## config.mk

```make
export PLATFORM = sky130hd
export DESIGN_NAME = power_unit_mode_sequencer_unit
export DESIGN_NICKNAME = d
export VERILOG_FILES = /design/src/rtl/core/pums_pkg.sv /design/src/rtl/core/power_unit_mode_sequencer_unit.sv
export SDC_FILE = /design/constraint.sdc
export NUM_CORES = 1
export LEC_CHECK = 0
export BUFFER_PORTS_ARGS = -buffer_cell sky130_fd_sc_hd__clkbuf_2
export CAP_MARGIN = 5
export CORE_MARGIN = 4
export CORE_UTILIZATION = 52
export CTS_CLUSTER_DIAMETER = 100
export DETAILED_ROUTE_END_ITERATION = 7
export PLACE_DENSITY = 0.68
export SETUP_SLACK_MARGIN = 0.5
export SYNTH_ARGS = -nofsm -noshare
export SYNTH_HDL_FRONTEND = slang
export SYNTH_SLANG_ARGS = --single-unit
```

## constraint.sdc

```tcl
create_clock -name clk -period 3.74 [get_ports clk]
set_input_delay 0.561 -clock clk [delete_from_list [all_inputs] [get_ports clk]]
set_output_delay 0.561 -clock clk [all_outputs]
set_load 0.01 [all_outputs]
```

## src/rtl/core/pums_pkg.sv

```systemverilog
`timescale 1ns / 1ps
// Package for the power unit mode sequencer: mode codes, event codes and word widths.
// Depends on nothing. Used by power_unit_mode_sequencer_unit.

package pums_pkg;

  localparam int unsigned ModeW  = 5;
  localparam int unsigned EventW = 5;

  typedef logic [ModeW-1:0]  mode_t;
  typedef logic [EventW-1:0] event_t;

  // Operating modes
  localparam mode_t MODE_OFF      = 5'd0;
  localparam mode_t MODE_FIRE     = 5'd1;
  localparam mode_t MODE_IDLE     = 5'd2;
  localparam mode_t MODE_TEST     = 5'd3;
  localparam mode_t MODE_EGT      = 5'd4;
  localparam mode_t MODE_OVSPD    = 5'd5;
  localparam mode_t MODE_START    = 5'd6;
  localparam mode_t MODE_AUTO     = 5'd7;
  localparam mode_t MODE_EMSTART  = 5'd8;
  localparam mode_t MODE_RUN      = 5'd9;
  localparam mode_t MODE_RUN_LIM  = 5'd10;
  localparam mode_t MODE_MES      = 5'd11;
  localparam mode_t MODE_MES_LIM  = 5'd12;
  localparam mode_t MODE_GEN      = 5'd13;
  localparam mode_t MODE_GEN_LIM  = 5'd14;
  localparam mode_t MODE_BLEED    = 5'd15;
  localparam mode_t MODE_LOAD     = 5'd16;
  localparam mode_t MODE_RELIGHT  = 5'd17;
  localparam mode_t MODE_FLAMEOUT = 5'd18;
  localparam mode_t MODE_EMSHUT   = 5'd19;
  localparam mode_t MODE_COOL     = 5'd20;
  localparam mode_t MODE_NSHUT    = 5'd21;
  localparam mode_t MODE_INDEF    = 5'd22;

  // Event codes
  localparam event_t EV_FIRE      = 5'd0;
  localparam event_t EV_OVHEAT    = 5'd1;
  localparam event_t EV_OVSPD     = 5'd2;
  localparam event_t EV_FLAMEOUT  = 5'd3;
  localparam event_t EV_RELIGHT   = 5'd4;
  localparam event_t EV_RESTORED  = 5'd5;
  localparam event_t EV_EMSHUT    = 5'd6;
  localparam event_t EV_PWR_OFF   = 5'd7;
  localparam event_t EV_PWR_ON    = 5'd8;
  localparam event_t EV_TEST      = 5'd9;
  localparam event_t EV_START     = 5'd10;
  localparam event_t EV_AUTO      = 5'd11;
  localparam event_t EV_EMSTART   = 5'd12;
  localparam event_t EV_TEST_DONE = 5'd13;
  localparam event_t EV_OK        = 5'd14;
  localparam event_t EV_FAIL      = 5'd15;
  localparam event_t EV_ABORT     = 5'd16;
  localparam event_t EV_BLEED_ON  = 5'd17;
  localparam event_t EV_GEN_ON    = 5'd18;
  localparam event_t EV_MES_ON    = 5'd19;
  localparam event_t EV_NSHUT     = 5'd20;
  localparam event_t EV_BLEED_OFF = 5'd21;
  localparam event_t EV_GEN_OFF   = 5'd22;
  localparam event_t EV_MES_OFF   = 5'd23;
  localparam event_t EV_COOL_TO   = 5'd24;
  localparam event_t EV_STOPPED   = 5'd25;

endpackage

```

## src/rtl/core/power_unit_mode_sequencer_unit.sv

```systemverilog
`timescale 1ns / 1ps
// Power unit mode sequencer: input word register, next-mode logic, result register.
// Depends on pums_pkg for the mode and event codes.
//
// Usage
//   Input channel: event_req with in_valid / in_stall. A word is taken at a rising
//   edge with in_valid high and in_stall low.
//   Output channel: next_mode and mode_changed with out_valid / out_stall. One result
//   word leaves for every event word taken, in order.
//   An accepted event passes through the input register, then the result register,
//   before out_valid rises.
//   Throughput: one event per cycle while out_stall is low; the next-mode lookup is a
//   small decode of the held mode and the event and fits between the two registers.
//   The mode register moves on when an event passes into the result register.
//   Reset (rst, synchronous) empties both registers and sets the mode to off.
//   When the receiver stalls, the result word holds; the input register still takes
//   one more event and in_stall rises only once both registers are full.

module power_unit_mode_sequencer_unit
  import pums_pkg::*;
(
  input  logic              clk,
  input  logic              rst,
  input  logic              in_valid,
  output logic              in_stall,
  input  logic [EventW-1:0] event_req,
  output logic              out_valid,
  input  logic              out_stall,
  output logic [ModeW-1:0]  next_mode,
  output logic              mode_changed
);

  logic   s1_valid;
  event_t s1_event;
  mode_t  unit_mode;
  mode_t  unit_mode_next;
  logic   adv;

  // Fault rules: take priority over normal sequencing, each valid only in the modes its condition allows
  function automatic logic [ModeW:0] fault_rule(input mode_t m, input event_t e);
    logic  hit;
    mode_t n;
    hit = 1'b0;
    n   = m;
    case (e)
      EV_FIRE: begin
        if (m != MODE_OFF) begin
          hit = 1'b1; n = MODE_FIRE;
        end
      end
      EV_OVHEAT, EV_OVSPD: begin
        if (m != MODE_OFF && m != MODE_IDLE && m != MODE_TEST && m != MODE_FIRE) begin
          hit = 1'b1;
          n   = (e == EV_OVHEAT) ? MODE_EGT : MODE_OVSPD;
        end
      end
      EV_FLAMEOUT: begin
        if (m == MODE_START || m == MODE_AUTO || m == MODE_EMSTART || m == MODE_RUN ||
            m == MODE_RUN_LIM || m == MODE_MES || m == MODE_MES_LIM || m == MODE_GEN ||
            m == MODE_GEN_LIM || m == MODE_BLEED || m == MODE_LOAD ||
            m == MODE_RELIGHT) begin
          hit = 1'b1; n = MODE_FLAMEOUT;
        end
      end
      EV_RELIGHT: begin
        if (m == MODE_FLAMEOUT) begin
          hit = 1'b1; n = MODE_RELIGHT;
        end
      end
      EV_RESTORED: begin
        if (m == MODE_RELIGHT) begin
          hit = 1'b1; n = MODE_RUN_LIM;
        end
      end
      EV_EMSHUT: begin
        if (m == MODE_FIRE || m == MODE_EGT || m == MODE_OVSPD || m == MODE_FLAMEOUT) begin
          hit = 1'b1; n = MODE_EMSHUT;
        end
      end
      EV_PWR_OFF: begin
        if (m == MODE_EMSHUT) begin
          hit = 1'b1; n = MODE_OFF;
        end
      end
      default: ;
    endcase
    return {hit, n};
  endfunction

  // Normal sequencing; an unmatched event keeps the mode
  function automatic mode_t normal_rule(input mode_t m, input event_t e);
    mode_t n;
    n = m;
    case (m)
      MODE_OFF: begin
        if (e == EV_PWR_ON) n = MODE_IDLE;
      end
      MODE_IDLE: begin
        if (e == EV_TEST) n = MODE_TEST;
        else if (e == EV_START) n = MODE_START;
        else if (e == EV_AUTO) n = MODE_AUTO;
        else if (e == EV_EMSTART) n = MODE_EMSTART;
        else if (e == EV_PWR_OFF) n = MODE_OFF;
      end
      MODE_TEST: begin
        if (e == EV_TEST_DONE) n = MODE_IDLE;
      end
      MODE_START: begin
        if (e == EV_OK) n = MODE_RUN;
        else if (e == EV_FAIL || e == EV_ABORT) n = MODE_IDLE;
      end
      MODE_AUTO: begin
        if (e == EV_OK) n = MODE_RUN;
        else if (e == EV_FAIL) n = MODE_IDLE;
      end
      MODE_EMSTART: begin
        if (e == EV_OK) n = MODE_RUN_LIM;
        else if (e == EV_ABORT) n = MODE_IDLE;
      end
      MODE_RUN: begin
        if (e == EV_BLEED_ON) n = MODE_BLEED;
        else if (e == EV_GEN_ON) n = MODE_GEN;
        else if (e == EV_MES_ON) n = MODE_MES;
        else if (e == EV_NSHUT) n = MODE_COOL;
      end
      MODE_BLEED: begin
        if (e == EV_BLEED_OFF) n = MODE_RUN;
        else if (e == EV_GEN_ON) n = MODE_LOAD;
        else if (e == EV_MES_ON) n = MODE_MES;
      end
      MODE_GEN: begin
        if (e == EV_BLEED_ON) n = MODE_LOAD;
        else if (e == EV_GEN_OFF) n = MODE_RUN;
        else if (e == EV_MES_ON) n = MODE_MES;
      end
      MODE_LOAD: begin
        if (e == EV_BLEED_OFF) n = MODE_GEN;
        else if (e == EV_GEN_OFF) n = MODE_BLEED;
        else if (e == EV_MES_ON) n = MODE_MES;
      end
      MODE_MES: begin
        if (e == EV_MES_OFF) n = MODE_RUN;
      end
      MODE_RUN_LIM: begin
        if (e == EV_GEN_ON) n = MODE_GEN_LIM;
        else if (e == EV_MES_ON) n = MODE_MES_LIM;
        else if (e == EV_NSHUT) n = MODE_COOL;
      end
      MODE_GEN_LIM: begin
        if (e == EV_GEN_OFF) n = MODE_RUN_LIM;
        else if (e == EV_MES_ON) n = MODE_MES_LIM;
      end
      MODE_MES_LIM: begin
        if (e == EV_MES_OFF) n = MODE_RUN_LIM;
      end
      MODE_COOL: begin
        if (e == EV_COOL_TO) n = MODE_NSHUT;
      end
      MODE_NSHUT: begin
        if (e == EV_STOPPED) n = MODE_IDLE;
      end
      default: ;
    endcase
    return n;
  endfunction

  // Next mode for the held event; indefinite and unused codes are absorbing
  always_comb begin
    logic [ModeW:0] f;
    f = fault_rule(unit_mode, s1_event);
    if (unit_mode >= MODE_INDEF) begin
      unit_mode_next = unit_mode;
    end else if (f[ModeW]) begin
      unit_mode_next = f[ModeW-1:0];
    end else begin
      unit_mode_next = normal_rule(unit_mode, s1_event);
    end
  end

  // Handshake: result register frees when empty or taken
  assign adv      = !out_valid || !out_stall;
  assign in_stall = s1_valid && !adv;

  // Input word register
  always_ff @(posedge clk) begin
    if (rst) begin
      s1_valid <= 1'b0;
    end else if (!in_stall) begin
      s1_valid <= in_valid;
    end
  end

  always_ff @(posedge clk) begin
    if (!in_stall && in_valid) begin
      s1_event <= event_req;
    end
  end

  // Mode register and result register
  always_ff @(posedge clk) begin
    if (rst) begin
      unit_mode <= MODE_OFF;
      out_valid <= 1'b0;
    end else if (adv) begin
      out_valid <= s1_valid;
      if (s1_valid) begin
        unit_mode <= unit_mode_next;
      end
    end
  end

  always_ff @(posedge clk) begin
    if (adv && s1_valid) begin
      next_mode    <= unit_mode_next;
      mode_changed <= (unit_mode_next != unit_mode);
    end
  end

  // Checks
  a_result_tracks_mode: assert property (@(posedge clk) disable iff (rst)
    (s1_valid && adv) |=> (out_valid && next_mode == unit_mode))
    else $error("result word does not match the mode register");

  a_mode_in_range: assert property (@(posedge clk) disable iff (rst)
    unit_mode <= MODE_INDEF)
    else $error("mode register holds an unused code");

  a_indef_absorbing: assert property (@(posedge clk) disable iff (rst)
    (unit_mode == MODE_INDEF) |=> (unit_mode == MODE_INDEF))
    else $error("left the indefinite mode");

  a_stall_only_when_full: assert property (@(posedge clk) disable iff (rst)
    in_stall |-> (s1_valid && out_valid))
    else $error("input stalled with a free register");

  a_mode_holds_idle: assert property (@(posedge clk) disable iff (rst)
    !(s1_valid && adv) |=> $stable(unit_mode))
    else $error("mode changed with no event passing");

endmodule
```

* Word level (Yosys, flattened, before mapping) *
Index checks and enable logic that the tools add are counted.

word-level totals
  register bits after elaboration = 18
  output and inout bits = 8

cells by class
  reductions and logical operators = 31
  order comparisons = 1
  muxes and demuxes = 52
  equal/unequal tests = 50

operator list
  cell                  count
  $mux W5               41
  $eq A5 B4 Y1 const B  16
  $eq A5 B5 Y1 const B  16
  $pmux W5 S16          1
  $eq A5 B3 Y1 const B  8
  $pmux W5 S7           1
  $eq A5 B2 Y1 const B  4
  $logic_or A1 B1 Y1    16
  $eq A5 B1 Y1 const B  2
  $logic_not A5 Y1      2
  $ne A5 B2 Y1 const B  2
  $mux W1               8
  $pmux W1 S7           1
  $logic_and A1 B1 Y1   6
  $ge A5 B5 Y1 const B  1
  $ne A5 B1 Y1 const B  1
  $ne A5 B5 Y1          1
  $reduce_bool A5 Y1    1
  $logic_not A1 Y1      4
  $reduce_and A2 Y1     1
  $reduce_or A2 Y1      1

* Logic depth before layout (Yosys ltp) *
Gate-level depths: netlist of run 1.

  depth in word-level cells = 17
  depth in mapped cells = 11
  mapped depth without buffers = 8

* Least setup slack after synthesis of run 1 *
Ideal clock, no wire load.

  path type = register to register
  from = reg s1_event[2]
  to = reg mode_changed, data pin
  stages on the path, launching flop included = 8
  slack = 1,370 ps
  arrival = 2,104 ps
  library setup time = 266 ps
  cells stage by stage = edfxtp_1 or3b_2 nor4_1 mux2i_1 o2111ai_1 mux2_2 a221oi_2 nand4_1

between the ends
  cells in the longest elaborated chain, start to end = 10
  elaborated cells on any way between the ends = 68

ends and longest elaborated chain
  element                 RTL line                                                                     RTL
  start, declared         power_unit_mode_sequencer_unit.sv:34                                         event_t s1_event;
  start signal, assigned  power_unit_mode_sequencer_unit.sv:195                                        s1_event <= event_req;
  $eq A5 B3 Y1            power_unit_mode_sequencer_unit.sv:45, power_unit_mode_sequencer_unit.sv:103
  $mux W5                 power_unit_mode_sequencer_unit.sv:103                                        else if (e == EV_PWR_OFF) n = MODE_OFF;
  $mux W5                 power_unit_mode_sequencer_unit.sv:102                                        else if (e == EV_EMSTART) n = MODE_EMSTART;
  $mux W5                 power_unit_mode_sequencer_unit.sv:101                                        else if (e == EV_AUTO) n = MODE_AUTO;
  $mux W5                 power_unit_mode_sequencer_unit.sv:100                                        else if (e == EV_START) n = MODE_START;
  $mux W5                 power_unit_mode_sequencer_unit.sv:99                                         if (e == EV_TEST) n = MODE_TEST;
  $pmux W5 S16            power_unit_mode_sequencer_unit.sv:94                                         case (m)
  $mux W5 (*)             power_unit_mode_sequencer_unit.sv:173                                        end else if (f[ModeW]) begin
  $mux W5 (*)             power_unit_mode_sequencer_unit.sv:171                                        if (unit_mode >= MODE_INDEF) begin
  $ne A5 B5 Y1 (*)        power_unit_mode_sequencer_unit.sv:215                                        mode_changed <= (unit_mode_next != unit_mode);
  end signal, assigned    power_unit_mode_sequencer_unit.sv:215
  end, declared           power_unit_mode_sequencer_unit.sv:30                                         output logic mode_changed

Mark *: on every way between the ends. The rest lies on a longest branch, timed or not.
A chain may end at the register's enable or synchronous reset.

* Final worst setup path of run 1 *
  from = reg unit_mode[4]
  to = reg mode_changed, data pin

between the ends
  cells in the longest elaborated chain, start to end = 17
  elaborated cells on any way between the ends = 96

ends and longest elaborated chain
  element                                     RTL line                                                                    RTL
  start, declared                             power_unit_mode_sequencer_unit.sv:35                                        mode_t unit_mode;
  start signal, assigned                      power_unit_mode_sequencer_unit.sv:207                                       unit_mode <= unit_mode_next;
  $eq A5 B3 Y1                                power_unit_mode_sequencer_unit.sv:58, power_unit_mode_sequencer_unit.sv:94
  $logic_or A1 B1 Y1 (4 in series)            power_unit_mode_sequencer_unit.sv:58                                        if (m == MODE_START || m == MODE_AUTO || m == MODE_EMSTART || m == MODE_RUN ||
  $logic_or A1 B1 Y1 (4 in series)            power_unit_mode_sequencer_unit.sv:59                                        m == MODE_RUN_LIM || m == MODE_MES || m == MODE_MES_LIM || m == MODE_GEN ||
  $logic_or A1 B1 Y1 (3 in series)            power_unit_mode_sequencer_unit.sv:60                                        m == MODE_GEN_LIM || m == MODE_BLEED || m == MODE_LOAD ||
  $mux W5 or $mux W1 (tied branches)          power_unit_mode_sequencer_unit.sv:58
  $pmux W5 S7 or $pmux W1 S7 (tied branches)  power_unit_mode_sequencer_unit.sv:45                                        case (e)
  $mux W5                                     power_unit_mode_sequencer_unit.sv:173
  $mux W5                                     power_unit_mode_sequencer_unit.sv:171
  $ne A5 B5 Y1 (*)                            power_unit_mode_sequencer_unit.sv:215

Marked as above.

==> reports/qor.yml, run 1 <==
hold_path:
  hold_end: "s1_event[0]$_DFFE_PP_"
  hp-class: "input port to flop"
  hold_path_startpoint: "event_req[0]"
  whs_path_depth: 1
setup_path:
  critPathTopFamily: "simple AND/OR/NAND/NOR gates"
  critPathSlowestCell: "dfxtp_1"
  r2r_cells: 7
  rrSetupSlack_ns: 0.66
  required_ns: 3.74
  endpoint_kind: "flop"
  crit_top_cell: "nor4_1"
  cp_max_fo: 28
  critical_path_class: "flop to flop"
  crit_chain: "nor2b_1 > nand3_1 > nor4_1 > nor4_1 > mux2i_2 > a221oi_2 > nand4_1"
  cp_num_buf_inv: 0
  r2r_start: "unit_mode[4]$_SDFFE_PP0P_"
  worstPathArrival_ns: 3.08
  critPathMaxStageDelay_ns: 0.89
  cp-start-kind: "flop"
  r2r_end: "mode_changed$_DFFE_PP_"
drt:
  drc_errors: 1
  firstDrtPassIters: 8
  wl_per_cell_um: 20.35
  via_per_inst: 7.232
  dr.first_iter.drc_count: 529
  vias: 2466
  wl_um: 6939
  ant_nets: 0
sta:
  finalSetupViolCount: 0
  worstMarginPinSlew_ns: 0.8726
  post-route-min-period_ns: 3.076
  finalMaxSlewViolations: 0
  final.setup.tns_ns: 0
  max_freq_mhz: 325.1
  rsz0062_at_grt: "false"
  final_hold_viol_count: 0
  period_share: 0.8224
  slew_headroom: 0.4175
  skew_ns: 0.001465
clock_tree:
  cts-root-buf: "clkbuf_8"
  post_cts_resized: 0
  cts_buffers: 3
  postCtsHoldBufs: 0
  clk_pin_slew_ns: 0.07
  cts_buffer_depth: 2
  h-tree-depth: 1
  clock_sinks: 18
  post_cts_buffers: 0
  cts_tree: "yes"
  clk_latency_ns: 0.26
grt:
  grt_max_degree: 29
  grt-ovfl-total: 0
  grt_usage: 0.2685
  first_global_vias: 2321
  antenna_found_initial: 0
  grt_pass1_wl_um: 11420
synthesis:
  synth_mux_area_frac: 0.04234
  ys_warn_count: 0
  synth_compound_area_frac: 0.3070
  ys_async_sr_fraction: 0
  syn_nets: 299
  syn-mean-instance-area_sq_um: 7.744
  synth_xor_area_frac: 0.01170
  synth_cell_types: 76
  synth-simple-area-share: 0.3482
  ys_ff_latch: 18
  synthAdderAreaFrac: 0.004457
  yosysSeqAreaShare: 0.2095
  ys.flop_type: "edfxtp_1"
  syn_area_sq_um: 2246
  synth_top_family_by_area: "simple AND/OR/NAND/NOR gates"
  netlist_instances: 290
  synth_edf_count: 11
cells_and_area:
  drive_above_1_share: 0.1615
  synthToLayoutAreaGrowth_pct: 4.958
  finish.utilization: 0.5769
  nets: 301
  diodes: 0
run_status:
  outcome: "finished, violations left"
  violations: "DRC"
floorplanning:
  dieArea_sq_um: 5435
  start_util: 0.5496
  fp.coreArea_sq_um: 4086
  ioPinCount: 17
  rows: 23
  die_w_um: 73.72
  fp.dieH_um: 73.72
run:
  maxCapViolations: 0
pwr:
  totalPowerFinal_w: 0.0006111
  powerDensity_nw_per_um2: 259.2
  vdd_ir_drop_max_mv: 0.1688
  leakage_nw: 0.8509
placed_design:
  io_buffers: 16
  gp_congestion: 1.001
  hpwl_um: 4984
## cells in the final DEF (no fill, tap or decap), drive strengths merged, types with 3 or more instances in the layout
master	Yosys	final
or3b	3	3
nor4	3	3
and3	6	6
mux2i	8	8
edfxtp	11	11
nand2	23	23
xor2	3	3
nand4	5	5
a221oi	3	3
nand3	15	15
a21o	3	3
dfxtp	7	7
a211oi	12	12
a31oi	4	4
buf	21	9
nand3b	3	3
o21ai	12	12
inv	5	5
a21oi	16	16
nand2b	7	7
or2	4	4
nor2b	11	11
nor3	10	10
nor2	22	22
a41o	3	3
and2	4	4
clkbuf	7	20
nor3b	7	7
## flip-flops by register name, indices dropped and copies added (netlist names)
register	flops
mode_changed	1
next_mode	5
out_valid	1
s1_event	5
s1_valid	1
unit_mode	5
## how the worst max path moves through the flow
stage	from	end	slack [ns]	cells past startpoint
global route	unit_mode[4]$_SDFFE_PP0P_	mode_changed$_DFFE_PP_	0.51	8
global placement	unit_mode[4]$_SDFFE_PP0P_	mode_changed$_DFFE_PP_	0.83	7
detailed placement	unit_mode[4]$_SDFFE_PP0P_	mode_changed$_DFFE_PP_	0.83	8
CTS	unit_mode[4]$_SDFFE_PP0P_	mode_changed$_DFFE_PP_	0.83	8
finish	unit_mode[4]$_SDFFE_PP0P_	mode_changed$_DFFE_PP_	0.66	7
floorplan	s1_event[2]$_DFFE_PP_	mode_changed$_DFFE_PP_	1.37	7
## where the power goes
group	switching [W]	leakage, nW	internal (W)
registers	0.0000231	0.164	0.000226
logic	0.000121	0.658	0.0000783
clock network	0.0000692	0.0288	0.0000937
## synth_stat cells, types with 4 or more instances
library cell / n / share of area
nand3_1: 14 / 0.031
and2_1: 4 / 0.011
nor2_1: 22 / 0.037
nor2b_1: 11 / 0.031
o21ai_0: 11 / 0.025
a21oi_1: 16 / 0.036
nand2_1: 23 / 0.038
nor3b_1: 6 / 0.020
buf_2: 15 / 0.033
inv_1: 5 / 0.0084
mux2i_1: 7 / 0.031
dfxtp_1: 7 / 0.062
nor3_1: 10 / 0.022
nand2b_1: 7 / 0.019
a211oi_1: 12 / 0.040
and3_1: 6 / 0.017
nand4_1: 5 / 0.014
clkbuf_1: 7 / 0.012
edfxtp_1: 11 / 0.15
## layout make-up
type	instances	area, sq um
clock buffers	4	55.05
flip-flops and latches	18	470.5
multi-input cells	239	1603
repair buffers	25	147.6
well taps	50	62.56
inverters	5	18.77
fillers	385	1729
## cells by family (layout without fill, tap and decap cells)
group | after synthesis | in the layout
multiplexers | 9 | 9
flip-flops | 18 | 18
AND/OR/NAND/NOR | 135 | 135
XOR/XNOR | 3 | 3
buffers and inverters | 33 | 34
adder cells (fa/ha/maj) | 1 | 1
AO/OA/AOI/OAI | 91 | 91
## per-stage QoR
step | std cells | hold WS, ns | worst slack (ns) | area (sq um)
6_report | 341 | 0.4735 | 0.6642 | 2357
5_1_grt | 341 | 0.4692 | 0.5061 | 2357
4_1_cts | 341 | 0.4688 | 0.8275 | 2357
3_5_place_dp | 337 | 0.4853 | 0.8321 | 2302
3_3_place_gp | 337 | 0.4690 | 0.8265 | 2302
2_1_floorplan | 290 | 0.4433 | 1.370 | 2246
## per-layer routing
metal,track usage,wire (um),part of all wire,vias to the layer above
met3,0.06566,733,0.11,39
li1,-,-,-,1120
met2,0.4026,3025,0.44,184
met4,0.1167,306,0.044,0
met1,0.3636,2874,0.41,1123
met5,0,0,0,-
No activity file was read; power rests on OpenSTA's default activity.
==> run 2, diff against run 1 <==
==> constraint.sdc (replaced) <==
create_clock -name clk -period 3 [get_ports clk]
set_input_delay 0.45 -clock clk [delete_from_list [all_inputs] [get_ports clk]]
set_output_delay 0.45 -clock clk [all_outputs]
set_load 0.01 [all_outputs]
==> run 2 against run 1 <==
  * The flow now finishes without violations
  * Flip-flop and latch count unchanged
  * Critical path depth is 2 higher
  * Critical path type unchanged
  * Clock skew increased by 0.0034 ns
==> reports/qor.yml, run 2 (synthesis gave the netlist of run 1 again) <==
run_status:
  outcome: "finished, final reports clean"
pwr:
  powerDensity_nw_per_um2: 287.3
  vdd_ir_drop_max_mv: 0.2920
  totalPowerFinal_w: 0.0008058
  leakage_nw: 1.051
cells_and_area:
  final_cells: 366
  final_area_sq_um: 2805
  nFillCells: 323
  layout_commonest_cell: "buf_4"
  largestRegisters: "next_mode (5), s1_event (5), unit_mode (5)"
  drive_above_1_share: 0.3323
  diodes: 0
  layout_common_cells: "buf_4, nand2_1, nor2_1"
  nets: 326
  multi_input_comb_area_sq_um: 1836
  synthToLayoutAreaGrowth_pct: 24.90
  seqCellArea_sq_um: 485.5
setup_path:
  cp-start-kind: "flop"
  r2r_cells: 9
  cp_max_fo: 21
  r2r_start: "unit_mode[1]$_SDFFE_PP0P_"
  endpoint_kind: "flop"
  worstPathArrival_ns: 2.50
  required_ns: 3.00
  rrSetupSlack_ns: 0.51
  critical_path_class: "flop to flop"
  r2r_end: "mode_changed$_DFFE_PP_"
sta:
  slew_headroom: 0.5061
  post-route-min-period_ns: 2.495
  rsz0062_at_grt: "true"
  period_share: 0.8316
  final.setup.tns_ns: 0
  final_hold_viol_count: 0
  finalSetupViolCount: 0
  max_freq_mhz: 400.8
  worstMarginPinSlew_ns: 0.7365
  skew_ns: 0.004905
  finalMaxSlewViolations: 0
floorplanning:
  fp.coreArea_sq_um: 4086
  dieArea_sq_um: 5435
  ioPinCount: 17
  fp.dieH_um: 73.72
  rows: 23
  die_w_um: 73.72
  start_util: 0.5496
grt:
  grt.busiest_layer: "met2"
  grt_usage: 0.2755
  met1_usage: 0.3724
  grt_pass1_wl_um: 11630
  first_global_vias: 2238
  antenna_found_initial: 0
  grt-ovfl-total: 0
  use_met2: 0.4183
  met3_usage: 0.06156
  grt_max_degree: 26
drt:
  ant_nets: 0
  via_per_inst: 7.270
  wl_um: 7789
  firstDrtPassIters: 6
  drc_errors: 0
  dr.first_iter.drc_count: 443
  vias: 2661
  wl_per_cell_um: 21.28
run:
  maxCapViolations: 0
hold_path:
  hold_path_startpoint: "event_req[2]"
  hold_end: "s1_event[2]$_DFFE_PP_"
  whs_path_depth: 1
  hp-class: "input port to flop"
placed_design:
  dp_cells: 348
  gp_congestion: 1.071
  io_buffers: 16
  placed_cell_area_sq_um: 2385
  hpwl_um: 5245
clock_tree:
  clk_latency_ns: 0.26
  cts_buffers: 3
  cts_tree: "yes"
  cts_buffer_depth: 2
  postCtsHoldBufs: 0
  h-tree-depth: 1
  cts-root-buf: "clkbuf_8"
  clk_pin_slew_ns: 0.07
  clock_sinks: 18
## run 2: worst max-delay path, stage by stage (launching register included)
cell       delay [ns]
dfxtp_4          0.37
buf_8            0.16
or3b_4           0.43
or3_1            0.37
a211oi_2         0.32
a2111oi_4        0.08
nand3_1          0.11
nand2_1          0.07
and4bb_1         0.25
nand4_1          0.08
## run 2: worst max-delay path by stage
| stage | depth (start not counted) | to | from |
|---|---|---|---|
| floorplan | 7 | mode_changed$_DFFE_PP_ | s1_event[2]$_DFFE_PP_ |
| global placement | 7 | mode_changed$_DFFE_PP_ | unit_mode[3]$_SDFFE_PP0P_ |
| detailed placement | 7 | mode_changed$_DFFE_PP_ | unit_mode[3]$_SDFFE_PP0P_ |
| CTS | 8 | mode_changed$_DFFE_PP_ | unit_mode[4]$_SDFFE_PP0P_ |
| global route | 9 | mode_changed$_DFFE_PP_ | s1_event[3]$_DFFE_PP_ |
| finish | 9 | mode_changed$_DFFE_PP_ | unit_mode[1]$_SDFFE_PP0P_ |
## run 2: where the power goes
| group | internal, W | leakage, nW | switching, W | total (W) |
|---|---|---|---|---|
| Clock | 0.0000911 | 0.0231 | 0.0000834 | 0.000175 |
| Combinational | 0.000139 | 0.862 | 0.000199 | 0.000338 |
| Sequential | 0.000280 | 0.167 | 0.0000128 | 0.000293 |
## run 2: cell type report
| cell class | count | share of cell area |
|---|---|---|
| flip-flops and latches | 18 | 0.1731 |
| well taps | 50 | 0.02230 |
| repair buffers | 50 | 0.1276 |
| multi-input cells | 239 | 0.6543 |
| inverters | 5 | 0.006690 |
| clock inverters | 1 | 0.001338 |
| clock buffers | 3 | 0.01472 |
## run 2: repair_timing
action                                  in CTS  in global routing
resized for setup                           24                 36
endpoints found under the setup margin       5                  6
cloned                                       0                  0
pin swaps                                    5                  9
buffers inserted                             3                 11
## run 2: per-layer routing
layer / share of wire / vias to the layer above
met1: 0.40 / 1243
met5: 0 / -
met2: 0.45 / 196
met3: 0.10 / 44
met4: 0.045 / 0
li1: - / 1178
## run 2: per-stage QoR
step	hold slack [ns]	utilization	worst slack, ns
finish	0.3661	0.6865	0.5052
detailed placement	0.4791	0.5836	0.1104
global route	0.3597	0.6865	0.3713
floorplan	0.4433	-	0.6298
CTS	0.3624	0.6228	0.5005
global placement	0.4656	0.5836	0.1118
